## config.mk

```make
export PLATFORM = sky130hd
export DESIGN_NAME = integer_to_radix_digits_core
export DESIGN_NICKNAME = d
export VERILOG_FILES = /design/src/itrd_pkg.sv /design/src/integer_to_radix_digits_core.sv /design/src/itrd_ctrl.sv /design/src/itrd_dp.sv
export SDC_FILE = /design/constraint.sdc
export NUM_CORES = 1
export LEC_CHECK = 0
export BUFFER_PORTS_ARGS = -buffer_cell sky130_fd_sc_hd__clkbuf_2
export CAP_MARGIN = 20
export CORE_UTILIZATION = 40
export DETAILED_ROUTE_END_ITERATION = 16
export MAX_ROUTING_LAYER = met4
export PLACE_DENSITY_LB_ADDON = 0.12
export RECOVER_POWER = 50
export SLEW_MARGIN = 10
export SYNTH_ARGS = -nofsm -noshare
export SYNTH_HDL_FRONTEND = slang
export SYNTH_SLANG_ARGS = --single-unit
```

## constraint.sdc

```tcl
create_clock -name clk -period 41.9 [get_ports clk]
set_clock_uncertainty 0.05 [all_clocks]
set_input_delay 8.38 -clock clk [delete_from_list [all_inputs] [get_ports clk]]
set_output_delay 8.38 -clock clk [all_outputs]
set_load 0.05 [all_outputs]
```

## src/itrd_pkg.sv

```systemverilog
package itrd_pkg;

  localparam int VALUE_W           = 32;
  localparam int RADIX_W           = 7;
  localparam int CHAR_W            = 7;
  localparam int DIGIT_W           = 5;
  localparam int BASE_W            = 6;
  localparam int CHUNK_BITS        = 8;
  localparam int CHUNKS            = VALUE_W / CHUNK_BITS;
  localparam int CHUNK_CNT_W       = $clog2(CHUNKS);
  localparam int MAX_CHARS_DEFAULT = 34;

  localparam logic [RADIX_W-1:0] RADIX_RESET = 7'd10;
  localparam logic [RADIX_W-1:0] BASE_MIN    = 7'd2;
  localparam logic [RADIX_W-1:0] BASE_MAX    = 7'd32;
  localparam logic [CHAR_W-1:0]  CHAR_ZERO   = 7'h30;
  localparam logic [CHAR_W-1:0]  CHAR_A      = 7'h61;
  localparam logic [CHAR_W-1:0]  CHAR_MINUS  = 7'h2d;
  localparam logic [CHAR_W-1:0]  DIGIT_TEN   = 7'd10;
  localparam logic [DIGIT_W-1:0] DIGIT_NINE  = 5'd9;

  typedef enum logic [3:0] {
    ST_IDLE,
    ST_START,
    ST_ZERO,
    ST_DIV,
    ST_FIN,
    ST_CHECK,
    ST_SIGN,
    ST_PREP,
    ST_READ,
    ST_SHOW
  } state_t;

  typedef struct packed {
    logic load;
    logic div;
    logic fin;
    logic put_zero;
    logic put_sign;
    logic prep;
    logic rd;
    logic next;
  } cmd_t;

  typedef struct packed {
    logic mag_zero;
    logic base_ok;
    logic full;
    logic sign_needed;
    logic idx_zero;
  } status_t;

  function automatic logic [CHAR_W-1:0] digit_char(input logic [DIGIT_W-1:0] dval);
    logic [CHAR_W-1:0] ext;
    ext = {{(CHAR_W-DIGIT_W){1'b0}}, dval};
    if (dval <= DIGIT_NINE) begin
      digit_char = CHAR_ZERO + ext;
    end else begin
      digit_char = CHAR_A - DIGIT_TEN + ext;
    end
  endfunction

endpackage

```

## src/integer_to_radix_digits_core.sv

```systemverilog
// Converts a signed 32-bit integer into its ASCII digit string in the base held
// in the radix register (2 to 32, or -32 to -2 for negabase), most significant
// character first, with tlast on the final character. One item is handled at
// a time. A shared divider works through the magnitude in chunks of eight
// restoring division steps to produce each digit, then stores the character
// and tests for completion. After the last digit, a minus sign is stored for a
// negative value in a positive base, readback is set up, and each character is
// then read from the single-port character buffer and offered on the output.
// A zero value or an unusable base gives the single character '0'.
module integer_to_radix_digits_core #(
  parameter int MAX_CHARS = itrd_pkg::MAX_CHARS_DEFAULT
) (
  input  logic        clk,
  input  logic        rst,
  input  logic        cfg_we,
  input  logic [6:0]  cfg_wdata,  // radix, signed
  input  logic        s_tvalid,
  output logic        s_tready,
  input  logic [31:0] s_tdata,    // value, signed
  output logic        m_tvalid,
  input  logic        m_tready,
  output logic [7:0]  m_tdata,    // char_code [6:0], zero fill [7]
  output logic        m_tlast
);

  itrd_pkg::cmd_t                  cmd;
  itrd_pkg::status_t               status;
  logic [itrd_pkg::CHAR_W-1:0]     char_code;

  itrd_ctrl u_ctrl (
    .clk      (clk),
    .rst      (rst),
    .s_tvalid (s_tvalid),
    .s_tready (s_tready),
    .m_tvalid (m_tvalid),
    .m_tready (m_tready),
    .status   (status),
    .cmd      (cmd)
  );

  itrd_dp #(
    .MAX_CHARS (MAX_CHARS)
  ) u_dp (
    .clk       (clk),
    .rst       (rst),
    .cfg_we    (cfg_we),
    .cfg_wdata (cfg_wdata),
    .value     (s_tdata),
    .cmd       (cmd),
    .status    (status),
    .char_code (char_code)
  );

  assign m_tdata = {1'b0, char_code};
  assign m_tlast = status.idx_zero;

endmodule

```

## src/itrd_ctrl.sv

```systemverilog
module itrd_ctrl (
  input  logic              clk,
  input  logic              rst,
  input  logic              s_tvalid,
  output logic              s_tready,
  output logic              m_tvalid,
  input  logic              m_tready,
  input  itrd_pkg::status_t status,
  output itrd_pkg::cmd_t    cmd
);

  itrd_pkg::state_t                     state;
  itrd_pkg::state_t                     state_next;
  logic [itrd_pkg::CHUNK_CNT_W-1:0]     chunk;
  logic [itrd_pkg::CHUNK_CNT_W-1:0]     chunk_next;

  always_ff @(posedge clk) begin
    if (rst) begin
      state <= itrd_pkg::ST_IDLE;
      chunk <= '0;
    end else begin
      state <= state_next;
      chunk <= chunk_next;
    end
  end

  always_comb begin
    state_next = state;
    chunk_next = chunk;
    cmd        = '0;
    s_tready   = 1'b0;
    m_tvalid   = 1'b0;
    unique case (state)
      itrd_pkg::ST_IDLE: begin
        s_tready = 1'b1;
        if (s_tvalid) begin
          cmd.load   = 1'b1;
          state_next = itrd_pkg::ST_START;
        end
      end
      itrd_pkg::ST_START: begin
        chunk_next = '0;
        if (status.mag_zero || !status.base_ok) begin
          state_next = itrd_pkg::ST_ZERO;
        end else begin
          state_next = itrd_pkg::ST_DIV;
        end
      end
      itrd_pkg::ST_ZERO: begin
        cmd.put_zero = 1'b1;
        state_next   = itrd_pkg::ST_PREP;
      end
      itrd_pkg::ST_DIV: begin
        cmd.div    = 1'b1;
        chunk_next = chunk + itrd_pkg::CHUNK_CNT_W'(1);
        if (chunk == itrd_pkg::CHUNK_CNT_W'(itrd_pkg::CHUNKS - 1)) begin
          state_next = itrd_pkg::ST_FIN;
        end
      end
      itrd_pkg::ST_FIN: begin
        cmd.fin    = 1'b1;
        state_next = itrd_pkg::ST_CHECK;
      end
      itrd_pkg::ST_CHECK: begin
        chunk_next = '0;
        priority if (!status.mag_zero && !status.full) begin
          state_next = itrd_pkg::ST_DIV;
        end else if (status.sign_needed && !status.full) begin
          state_next = itrd_pkg::ST_SIGN;
        end else begin
          state_next = itrd_pkg::ST_PREP;
        end
      end
      itrd_pkg::ST_SIGN: begin
        cmd.put_sign = 1'b1;
        state_next   = itrd_pkg::ST_PREP;
      end
      itrd_pkg::ST_PREP: begin
        cmd.prep   = 1'b1;
        state_next = itrd_pkg::ST_READ;
      end
      itrd_pkg::ST_READ: begin
        cmd.rd     = 1'b1;
        state_next = itrd_pkg::ST_SHOW;
      end
      itrd_pkg::ST_SHOW: begin
        m_tvalid = 1'b1;
        if (m_tready) begin
          if (status.idx_zero) begin
            state_next = itrd_pkg::ST_IDLE;
          end else begin
            cmd.next   = 1'b1;
            state_next = itrd_pkg::ST_READ;
          end
        end
      end
      default: begin
        state_next = itrd_pkg::ST_IDLE;
      end
    endcase
  end

endmodule

```

## src/itrd_dp.sv

```systemverilog
module itrd_dp #(
  parameter int MAX_CHARS = itrd_pkg::MAX_CHARS_DEFAULT
) (
  input  logic                            clk,
  input  logic                            rst,
  input  logic                            cfg_we,
  input  logic [itrd_pkg::RADIX_W-1:0]    cfg_wdata,
  input  logic [itrd_pkg::VALUE_W-1:0]    value,
  input  itrd_pkg::cmd_t                  cmd,
  output itrd_pkg::status_t               status,
  output logic [itrd_pkg::CHAR_W-1:0]     char_code
);

  localparam int AW = (MAX_CHARS > 1) ? $clog2(MAX_CHARS) : 1;
  localparam int CW = $clog2(MAX_CHARS + 1);

  logic [itrd_pkg::RADIX_W-1:0] radix;
  logic [itrd_pkg::VALUE_W-1:0] mag;
  logic [itrd_pkg::DIGIT_W-1:0] rem;
  logic                         qsign;
  logic                         vneg;
  logic [CW-1:0]                count;
  logic [AW-1:0]                rd_idx;
  logic [itrd_pkg::CHAR_W-1:0]  mem [MAX_CHARS];

  logic [itrd_pkg::RADIX_W-1:0] rabs;
  logic [itrd_pkg::BASE_W-1:0]  base;
  logic                         neg_base;
  logic [itrd_pkg::DIGIT_W-1:0] rem_next;
  logic [itrd_pkg::CHUNK_BITS-1:0] qbits;
  logic                         corr;
  logic [itrd_pkg::DIGIT_W-1:0] dval;
  logic [itrd_pkg::BASE_W-1:0]  dsub;
  logic [itrd_pkg::CHAR_W-1:0]  wr_char;
  logic                         wr_en;
  logic [CW-1:0]                cnt_m1;

  assign neg_base = radix[itrd_pkg::RADIX_W-1];
  assign rabs     = neg_base ? (itrd_pkg::RADIX_W'(0) - radix) : radix;
  assign base     = rabs[itrd_pkg::BASE_W-1:0];

  always_comb begin
    logic [itrd_pkg::BASE_W-1:0] t;
    logic [itrd_pkg::DIGIT_W-1:0] r;
    r     = rem;
    qbits = '0;
    for (int i = itrd_pkg::CHUNK_BITS - 1; i >= 0; i--) begin
      t = {r, mag[itrd_pkg::VALUE_W - itrd_pkg::CHUNK_BITS + i]};
      if (t >= base) begin
        t        = t - base;
        qbits[i] = 1'b1;
      end
      r = t[itrd_pkg::DIGIT_W-1:0];
    end
    rem_next = r;
  end

  assign corr = neg_base && qsign && (rem != '0);
  assign dsub = base - {1'b0, rem};
  assign dval = corr ? dsub[itrd_pkg::DIGIT_W-1:0] : rem;

  always_comb begin
    wr_en   = cmd.fin || cmd.put_zero || cmd.put_sign;
    wr_char = itrd_pkg::digit_char(dval);
    if (cmd.put_zero) begin
      wr_char = itrd_pkg::CHAR_ZERO;
    end else if (cmd.put_sign) begin
      wr_char = itrd_pkg::CHAR_MINUS;
    end
  end

  assign cnt_m1 = count - CW'(1);

  always_ff @(posedge clk) begin
    if (rst) begin
      radix <= itrd_pkg::RADIX_RESET;
      count <= '0;
    end else begin
      if (cfg_we) begin
        radix <= cfg_wdata;
      end
      if (cmd.load) begin
        count <= '0;
      end else if (wr_en) begin
        count <= count + CW'(1);
      end
    end
  end

  always_ff @(posedge clk) begin
    if (cmd.load) begin
      vneg  <= value[itrd_pkg::VALUE_W-1];
      qsign <= value[itrd_pkg::VALUE_W-1];
      mag   <= value[itrd_pkg::VALUE_W-1] ? (itrd_pkg::VALUE_W'(0) - value) : value;
      rem   <= '0;
    end else if (cmd.div) begin
      mag <= {mag[itrd_pkg::VALUE_W-itrd_pkg::CHUNK_BITS-1:0], qbits};
      rem <= rem_next;
    end else if (cmd.fin) begin
      mag   <= mag + itrd_pkg::VALUE_W'(corr);
      qsign <= neg_base ? !qsign : qsign;
      rem   <= '0;
    end
    if (cmd.prep) begin
      rd_idx <= cnt_m1[AW-1:0];
    end else if (cmd.next) begin
      rd_idx <= rd_idx - AW'(1);
    end
  end

  always_ff @(posedge clk) begin
    if (wr_en) begin
      mem[count[AW-1:0]] <= wr_char;
    end
    if (cmd.rd) begin
      char_code <= mem[rd_idx];
    end
  end

  always_comb begin
    status.mag_zero    = (mag == '0);
    status.base_ok     = (rabs >= itrd_pkg::BASE_MIN) && (rabs <= itrd_pkg::BASE_MAX);
    status.full        = (count == CW'(MAX_CHARS));
    status.sign_needed = vneg && !neg_base;
    status.idx_zero    = (rd_idx == '0);
  end

endmodule

```

* Word level (Yosys, flattened, before mapping) *
Memories as Yosys holds them, arrays and structs flattened. A register that Yosys moved wholly into a read port is not among the register bits.
Cells that the tools add are included.

storage, ports and cells
  flip-flop bits (word level) = 64
  memory bits (writable) = 238
  logic and storage cells = 140
  output and inout bits = 11
  memories = 1
  bits of input ports = 44

memories
  memory    words  bits a word  read ports  clocked after Yosys merged registers in  write ports  line           RTL
  u_dp.mem  34     7            1           1                                        1            itrd_dp.sv:24  logic [itrd_pkg::CHAR_W-1:0] mem [MAX_CHARS];

operators by class
  $add $sub $neg = 18
  mux-type cells = 57
  order comparisons = 11
  reduce and logical (&&, ||, !) cells = 29
  equal/unequal tests = 15

operator list
  operator               number
  $mux 32                4
  $mux 5                 11
  $ge 6x6->1             8
  $sub 5x5->5            9
  $pmux 4 s9             1
  $add 32x1->32          1
  $logic_not 32->1       1
  $sub 1x32->32 const A  1
  $mux 1                 29
  $mux 7                 4
  $eq 4x3->1 const B     4
  $mux 4                 4
  $mux 6                 2
  $sub 6x1->6 const B    2
  $reduce_bool 2->1      5
  $eq 4x2->1 const B     2
  $eq 4x4->1 const B     2
  $add 6x5->7 const A    1
  $add 7x5->7 const A    1
  $ge 7x2->1 const B     1
  $le 7x6->1 const B     1
  $sub 1x7->7 const A    1
  $add 6x1->6 const B    1
  $eq 6x6->1 const B     1
  17 further kinds       33

* Logic depth before layout (Yosys ltp) *
Gate-level depths: netlist (run 1).

  depth in word-level cells = 20
  mapped depth = 67

* Cells and area by module *
A second synthesis (run 1) with hierarchy kept.

unflattened totals
  cells, all modules = 1278
  area, all modules = 16641.0 sq um

modules (own cells, without submodules)
  module                        times used  area each (sq um)  sequential area each (sq um)  cells an instance
  itrd_dp                       1           16140.5            8918.6                        1214
  itrd_ctrl                     1           489.2              120.1                         62
  integer_to_radix_digits_core  1           11.3               0.0                           2

* Least setup slack after synthesis (run 1) *
No wires, ideal clock.

  path kind = register to register
  start = register u_dp.radix[0] in the netlist's numbering
  end = register u_dp.mag[0] in the netlist's numbering (data pin)
  stages on the path, launching flop included = 65
  setup slack = 26435 ps
  arrival = 15150 ps
  library setup time = 265 ps
  period minus slack after synthesis = 15465 ps
  cell sequence = dfxtp_1 inv_1 ha_1 nand2_1 o21ai_0 inv_1 ha_1 a21bo_2 a21o_1 maj3_1 a21boi_4 nor2_1 nor2_1 a21oi_1 fa_1 a21o_1 a211oi_1 nor2_1 [... 29 more ...] a21oi_1 o21ai_0 a21oi_1 mux2_2 ha_1 a21o_1 a21oi_1 o21ai_0 a21oi_1 mux2_2 ha_1 a21o_1 a21oi_1 o21ai_0 a21oi_1 nand2_1 o211ai_1 o21ai_0

between the ends
  longest elaborated chain between the ends = 20
  elaborated cells on any way between the ends = 27
  classes of those cells = 8 x add/sub; 8 x order compare; 11 x mux

ends and longest elaborated chain
  item                                       line                          RTL
  start, declared                            itrd_dp.sv:17                 logic [itrd_pkg::RADIX_W-1:0] radix;
  start signal, assigned                     itrd_dp.sv:76                 radix <= itrd_pkg::RADIX_RESET;
  start signal, assigned                     itrd_dp.sv:80                 radix <= cfg_wdata;
  $sub 1x7->7                                itrd_dp.sv:39                 assign rabs = neg_base ? (itrd_pkg::RADIX_W'(0) - radix) : radix;
  $mux 7 (*)                                 itrd_dp.sv:39
  $sub 5x5->5 or $ge 6x6->1 (tied branches)  itrd_dp.sv:50, itrd_dp.sv:49
  $mux 5                                     itrd_dp.sv:49                 if (t >= base) begin
  $sub 5x5->5 or $ge 6x6->1 (tied branches)  itrd_dp.sv:50, itrd_dp.sv:49
  $mux 5                                     itrd_dp.sv:49
  $sub 5x5->5 or $ge 6x6->1 (tied branches)  itrd_dp.sv:50, itrd_dp.sv:49
  $mux 5                                     itrd_dp.sv:49
  [... 4 more ...]                           -
  $ge 6x6->1 or $sub 5x5->5 (tied branches)  itrd_dp.sv:49, itrd_dp.sv:50
  $mux 5                                     itrd_dp.sv:49
  $sub 5x5->5 or $ge 6x6->1 (tied branches)  itrd_dp.sv:50, itrd_dp.sv:49
  $mux 5                                     itrd_dp.sv:49
  $ge 6x6->1 (*)                             itrd_dp.sv:49
  $mux 1 (*)                                 itrd_dp.sv:49
  $mux 32 (*)                                itrd_dp.sv:96                 end else if (cmd.div) begin
  $mux 32 (*)                                itrd_dp.sv:91                 if (cmd.load) begin
  end signal, assigned                       itrd_dp.sv:94                 mag <= value[itrd_pkg::VALUE_W-1] ? (itrd_pkg::VALUE_W'(0) - value) : value;
  end signal, assigned                       itrd_dp.sv:97                 mag <= {mag[itrd_pkg::VALUE_W-itrd_pkg::CHUNK_BITS-1:0], qbits};
  end signal, assigned                       itrd_dp.sv:100                mag <= mag + itrd_pkg::VALUE_W'(corr);
  end, declared                              itrd_dp.sv:18                 logic [itrd_pkg::VALUE_W-1:0] mag;

Mark *: on every way between the ends. The rest lies on a longest branch, timed or not.
A chain may end at the register's enable or synchronous reset.

* Worst setup path in the final report (run 1) *
Same ends and word-level chain as after synthesis.

==> qor.txt, run 1 <==
status - complete, but fails checks
failing checks - capacitance limit, slew limit
Max FO, Critical Path - 17
Tightest Pin Transition - 3240 ps
CTS tree - done
dpl hpwl - 26400 um
Post-synth EDFFs - 285
crit path kind - register to register
top post-synthesis cells by area - edfxtp_1 (52%), mux4_2 (9.6%), ha_1 (4.5%)
Fmax - 0.0561 GHz
Post-CTS Setup Repair Bufs - 0
Mapped Avg Cell Area - 13.0 um2
input/output buffers - 53
grt ovf - 0
WL per Instance - 20.3 um
top cells by count, synth - edfxtp_1 (285), nor2_1 (94), nand2_1 (75)
clk sinks - 309
met2 WL - 19100 um
Met1 Wirelength - 17300 um
vias in the first global route - 10500
synthesis-stage register bit count - 309
Syn Inst Count - 1257
final hold vios - 0
Netlist Area Pre-Place - 16400 um2
Max-Cap Viols - 4
XOR/XNOR share of the synthesized area - 0.0524
CTS root buffer - clkbuf_16
first-pass GRT wire length - 60500 um
combinational family with the most area after synthesis - multiplexers
Warnings, synthesis - 0
core area - 40100 um2
Cell variety after synth - 67
routed via count divided by cell count - 5.43
Worst-Skew Late Latency - 510 ps
Clock transition at path regs - 60 ps
RSZ-0062 raised after global routing - false
layout cell share with drive strength beyond 1 - 0.170
FF+latch area - 9040 um2
relative slew slack - -1.16
ANT nets after route - 0
Period minus WS final - 17830 ps
post-synthesis adder-cell area fraction - 0.0573
final WL - 38300 um
Die X-Extent - 204 um
Residual DRC - 0
initial antenna violation count - 1
Final Max Tran Viols - 137
Compound-Gate Fraction of Synth Area - 0.0893
row count - 73
footprint of the multi-input gates - 7060 um2
Area Overhead vs Synth - 12.8%
WP data arrival - 18030 ps
GRT Total Usage - 0.195
TNS Setup - 0 ps
Max clock buf depth - 3
final setup fails - 0
via count - 10200
Pre-antenna DRT Iters - 7
Crit. End Element - register
metal3 WL - 1310 um
top-count cell post-synth - edfxtp_1
startpoint types - register
CTS H-Tree Depth - 2
initial core utilization - 0.409
fin crit share - 0.426
Max Used Layer - met4
Initial DRC Count - 603
simple-gate area share of the yosys netlist - 0.0966
post-CTS resize count - 0
CP max-delay cell - inv_1
I/O Pins - 55
Die Height - 204 um
crit-path max cell delay - 710 ps
Nets - 1443
CP required - 42100 ps
mux contribution to synthesized area - 0.125
Final GP Congestion - 0.878
post-cts hold buffer count - 0
asr flop ratio synth - 0
Top cell by count, worst path - a21oi_1
top cell type by total area after synthesis - edfxtp_1
Yosys top cell area share - 0.522
post-synthesis sequential area ratio - 0.552
fillers - 3630
largest net degree at the start of global routing - 59
top_reg_cell synth - edfxtp_1
class of the worst hold path - register to register
total die area - 41800 um2
CTS buffer count - 35
per-stage QoR:
step,cell area (um2),utilization,hold slack [ps],setup slack [ps],instances
after floorplan,16500,-,420,26430,1290
after global placement,17300,0.432,441,24740,1818
after detailed placement,17300,0.432,455,24110,1818
after CTS,18500,0.461,473,24060,1882
after global routing,18500,0.461,517,22650,1884
final,18500,0.461,470,24070,1884
kinds of logic (layout without fill, tap and decap cells):
kind of cell / Yosys count / in the layout
muxes: 115 / 115
AOI/OAI and AO/OA: 230 / 230
adders and majority gates: 70 / 70
xor gates and xnor gates: 98 / 98
buffers and inverters: 117 / 185
and+or+nand+nor: 316 / 316
DFF: 309 / 309
other: 2 / 36
cell usage in the layout (no fill, tap or decap), types with 45 or more instances in the layout:
cell type,n
inv_1,52
nor2_1,93
xor2_1,53
xnor2_1,45
nand2_1,73
a21oi_1,60
clkbuf_2,53
mux4_2,70
o21ai_0,62
ha_1,59
edfxtp_1,285
layout make-up:
type,count,share of cell area
repair buffers,69,0.0204
clock buffers,44,0.0509
flip-flops and latches,309,0.489
well taps,525,0.0355
multi-input cells,864,0.382
clock inverters,20,0.0118
diodes,1,0.000135
inverters,52,0.0106
sequential cells by signal, indices dropped and copies added (netlist names), 2 cells and up:
| register | count |
|---|---|
| u_ctrl.chunk | 2 |
| u_dp.rd_idx | 6 |
| u_dp.radix | 7 |
| u_ctrl.state | 4 |
| u_dp.rem | 5 |
| u_dp.count | 6 |
| u_dp.mag | 32 |
| u_dp.mem | 238 |
| u_dp.char_code | 7 |
worst max-delay path: cells and delay by family, from the launching register on:
family / cells / cell delay [ps]
simple gates: 10 / 1410
fa+ha+maj: 10 / 3890
compound gates: 35 / 8500
flops: 1 / 700
mux: 5 / 1760
buf+inv: 4 / 1240
worst paths after layout:
check	endpoint	slack [ps]	start	cells past startpoint
min	u_ctrl.chunk[1]	470	u_ctrl.chunk[1]	2
max	u_dp.mag[0]	24070	u_dp.radix[0]	64
min reg2reg	u_ctrl.chunk[1]	470	u_ctrl.chunk[1]	2
max reg2reg	u_dp.mag[0]	24070	u_dp.radix[0]	64
metal layers:
layer / global-route usage / vias to the layer above
met1: 0.253 / 5098
met4: 0.0424 / 0
met5: - / -
met3: 0.0258 / 41
li1: - / 4921
met2: 0.326 / 178
Power of run 1 is left out: the tool's default activity adds up to more than one toggle a clock period on the data nets, which glitch-free logic cannot reach.
==> run 2: changes to the inputs <==
- ABC_AREA: unset -> 1
- clock period: 41.9 -> 15.05 ns (I/O delays scaled with it)
==> qor.txt, run 2 <==
Yosys top cell area share - 0.508
FF+latch area - 9040 um2
fin crit share - 0.906
final hold vios - 0
GRT Total Usage - 0.227
Min-Delay Path Depth - 2
CTS buffer count - 36
Nets - 1954
Max clock buf depth - 3
startpoint types - register
Max-Cap Viols - 4
vias in the first global route - 12900
most frequent cells in the layout - edfxtp_1 (285), nor2_1 (250), nand2_1 (230)
CP Buf/Inv Count - 11
Area Overhead vs Synth - 12.1%
routed via count divided by cell count - 5.39
top_reg_cell synth - edfxtp_1
post-synthesis sequential area ratio - 0.537
Warnings, synthesis - 0
CP required - 15270 ps
first-pass GRT wire length - 73500 um
Post-CTS Setup Repair Bufs - 0
clk sinks - 309
Tightest Pin Transition - 2770 ps
ANT nets after route - 0
Crit. End Element - register
CP max-delay cell - dfxtp_1
min-delay src - u_ctrl.chunk[1]
top cell type by total area after synthesis - edfxtp_1
I/O Pins - 55
Die Height - 207 um
Post-synth EDFFs - 285
Final GP Congestion - 0.903
WL per Instance - 19.6 um
Antenna Cells - 0
Fmax - 0.0733 GHz
class of the worst hold path - register to register
CTS tree - done
CTS H-Tree Depth - 2
crit path kind - register to register
Top cell by count, worst path - nand2_1
RSZ-0062 raised after global routing - false
fillers - 3996
top cells by count, synth - edfxtp_1 (285), nor2_1 (253), nand2_1 (230)
Initial DRC Count - 785
Final Max Tran Viols - 218
worst reg-to-reg path cell count - 73
Period minus WS final - 13640 ps
Max FO, Critical Path - 10
largest net degree at the start of global routing - 64
crit-path max cell delay - 620 ps
layout cell share with drive strength beyond 1 - 0.106
relative slew slack - -0.844
Pre-antenna DRT Iters - 7
failing checks - capacitance limit, slew limit
Worst-Skew Late Latency - 540 ps
R2R Setup Slk - 1410 ps
dpl hpwl - 31600 um
asr flop ratio synth - 0
status - complete, but fails checks
total die area - 42900 um2
most common cell after layout, fill and taps aside - edfxtp_1
final WL - 47000 um
Mapped Avg Cell Area - 9.53 um2
Largest register FFs - 238
TNS Setup - 0 ps
final setup fails - 0
top post-synthesis cells by area - edfxtp_1 (51%), o21ai_0 (6.4%), nor2_1 (5.6%)
Cell variety after synth - 62
footprint of the multi-input gates - 7070 um2
post-CTS resize count - 0
Clock transition at path regs - 60 ps
row count - 74
via count - 12900
Netlist Area Pre-Place - 16800 um2
initial core utilization - 0.409
WP data arrival - 13860 ps
synthesis-stage register bit count - 309
r2r endpoint - u_dp.mag[0]
initial antenna violation count - 0
r2r startpoint - u_dp.radix[0]
CP top delay family - compound AO/OA/AOI/OAI gates
input/output buffers - 53
post-cts hold buffer count - 0
CTS root buffer - clkbuf_16
grt ovf - 0
Syn Inst Count - 1767
top-count cell post-synth - edfxtp_1
Die X-Extent - 207 um
Residual DRC - 0
core area - 41200 um2
Hold EP - u_ctrl.chunk[1]
## run 2: per-layer routing
| layer | GRT usage | vias up | part of all wire |
|---|---|---|---|
| met4 | 0.0648 | 0 | 0.024 |
| met3 | 0.0278 | 75 | 0.038 |
| li1 | - | 6353 | - |
| met2 | 0.394 | 287 | 0.51 |
| met1 | 0.277 | 6199 | 0.43 |
| met5 | - | - | 0 |
## run 2: worst min-delay path: stages (launching register included)
cell	delay, ps
dfxtp_1	310
nand2_1	70
a21oi_1	50
## run 2: layout make-up
cell class / instances / area share
Clock buffer: 40 / 0.0485
Clock inverter: 22 / 0.00954
Tap cell: 532 / 0.0352
Multi-Input combinational cell: 1256 / 0.374
Sequential cell: 309 / 0.479
Timing Repair Buffer: 72 / 0.0206
Inverter: 167 / 0.0334
## run 2: worst max path at each step
stage             startpoint           to  slack, ps  cells past startpoint
2_1_floorplan  u_dp.radix[0]  u_dp.mag[0]       3060                     71
3_3_place_gp   u_dp.radix[0]  u_dp.mag[0]       2030                     72
3_5_place_dp   u_dp.radix[0]  u_dp.mag[0]       1520                     73
4_1_cts        u_dp.radix[0]  u_dp.mag[0]       1470                     73
5_1_grt        u_dp.radix[0]  u_dp.mag[0]         20                     73
6_report       u_dp.radix[0]  u_dp.mag[0]       1410                     73
## run 2: kinds of logic (layout without fill, tap and decap cells)
logic type      count (synthesis)  in the layout  synth area share
simple gates                  686            686             0.186
fa+ha+maj                      68             68            0.0545
xor+xnor                       59             59            0.0307
other cells                     2             35          0.000446
buf+inv                       235            301            0.0530
mux                             1              1          0.000594
compound gates                407            407             0.139
flops                         309            309             0.537
## run 2: per-stage QoR
step | hold WS [ps] | util | worst slack [ps] | area, um2 | instances
after floorplan | 392 | - | 3060 | 17000 | 1800
after global placement | 403 | 0.432 | 2030 | 17800 | 2336
after detailed placement | 416 | 0.432 | 1520 | 17800 | 2336
after CTS | 426 | 0.459 | 1470 | 18900 | 2398
after global routing | 449 | 0.458 | 24.6 | 18900 | 2398
final | 426 | 0.458 | 1410 | 18900 | 2398
Power of run 2 is left out for the same reason.
==> run 3: changes to the inputs <==
- CELL_PAD_IN_SITES_DETAIL_PLACEMENT: unset -> 0
- CELL_PAD_IN_SITES_GLOBAL_PLACEMENT: unset -> 1
- HOLD_SLACK_MARGIN: unset -> 0.06
==> qor.txt, run 3 (synthesized netlist as in run 2, its figures left out) <==
initial core utilization - 0.409
met2 WL - 23100 um
worst reg-to-reg path cell count - 73
WL per Instance - 19.9 um
initial antenna violation count - 0
vias in the first global route - 12800
ANT nets after route - 0
WP data arrival - 13740 ps
Residual DRC - 0
FF+latch area - 9040 um2
status - complete, but fails checks
fillers - 3932
r2r endpoint - u_dp.mag[0]
relative slew slack - -1.28
Crit. End Element - register
routed via count divided by cell count - 5.40
Largest register FFs - 238
Critical Path End - u_dp.mag[0]
startpoint types - register
CP max-delay cell - dfxtp_1
TNS Setup - 0 ps
GRT Total Usage - 0.228
Final Max Tran Viols - 202
crit path kind - register to register
Pre-antenna DRT Iters - 5
metal3 WL - 1710 um
Worst-Skew Late Latency - 550 ps
Max FO, Critical Path - 10
Die X-Extent - 207 um
Antenna Cells - 0
first-pass GRT wire length - 73300 um
Area Overhead vs Synth - 12.4%
final setup fails - 0
pre-CTS WS - 1550 ps
Clock transition at path regs - 60 ps
grt ovf - 0
largest net degree at the start of global routing - 85
Fmax - 0.0737 GHz
Initial DRC Count - 882
Met1 Wirelength - 21100 um
crit-path max cell delay - 620 ps
core area - 41200 um2
Max Used Layer - met4
CTS root buffer - clkbuf_16
Die Height - 207 um
r2r startpoint - u_dp.radix[0]
CP Launch Point - u_dp.radix[0]
Tightest Pin Transition - 3410 ps
PnR worst setup slack - 1480 ps
final WL - 47700 um
class of the worst hold path - register to register
Period minus WS final - 13570 ps
RSZ-0062 raised after global routing - false
CTS H-Tree Depth - 2
footprint of the multi-input gates - 7070 um2
I/O Pins - 55
row count - 74
Post-CTS Setup Repair Bufs - 0
most frequent cells in the layout - edfxtp_1 (285), nor2_1 (250), nand2_1 (230)
dpl hpwl - 32400 um
CTS tree - done
Levels on crit path - 73
R2R Setup Slk - 1480 ps
final hold vios - 0
via count - 13000
Max-Cap Viols - 5
input/output buffers - 53
Top cell by count, worst path - nand2_1
CP Buf/Inv Count - 12
CP top delay family - compound AO/OA/AOI/OAI gates
post-CTS resize count - 0
total die area - 42900 um2
Max clock buf depth - 3
post-cts hold buffer count - 0
fin crit share - 0.902
most common cell after layout, fill and taps aside - edfxtp_1
layout cell share with drive strength beyond 1 - 0.105
Final GP Congestion - 0.868
failing checks - capacitance limit, slew limit
CP required - 15220 ps
clk sinks - 309
CTS buffer count - 35
Nets - 1953
[run 3: how the worst min path moves through the flow]
stage | startpoint | end | cells after the start
final | u_ctrl.chunk[1] | u_ctrl.chunk[1] | 2
after global routing | u_ctrl.chunk[1] | u_ctrl.chunk[1] | 2
after CTS | u_ctrl.chunk[1] | u_ctrl.chunk[1] | 2
after detailed placement | u_ctrl.chunk[1] | u_ctrl.chunk[1] | 2
after global placement | u_ctrl.chunk[1] | u_ctrl.chunk[1] | 2
after floorplan | u_ctrl.chunk[1] | u_ctrl.chunk[1] | 2
[run 3: worst min-delay path: cells and delay by family, from the launching register on]
| kind | cells | cell delay (ps) |
|---|---|---|
| flops | 1 | 310 |
| simple gates | 1 | 60 |
| compound gates | 1 | 50 |
[run 3: layer usage]
metal / up-vias / track usage
met5: - / -
met1: 6255 / 0.282
met2: 269 / 0.381
li1: 6351 / -
met4: 0 / 0.0952
met3: 84 / 0.0272
[run 3: cell type report]
cell class	count	share of cell area
Timing Repair Buffer	72	0.0204
Multi-Input combinational cell	1256	0.373
Clock inverter	16	0.0108
Inverter	167	0.0333
Sequential cell	309	0.477
Tap cell	532	0.0352
Clock buffer	47	0.0498
[run 3: metrics by stage]
stage	std cells	utilization	hold slack, ps	instance area [um2]
after floorplan	1800	-	392	17000
after global placement	2336	0.432	401	17800
after detailed placement	2336	0.432	423	17800
after CTS	2399	0.460	432	19000
after global routing	2399	0.460	456	18900
final	2399	0.460	425	18900
Power of run 3 is left out for the same reason.
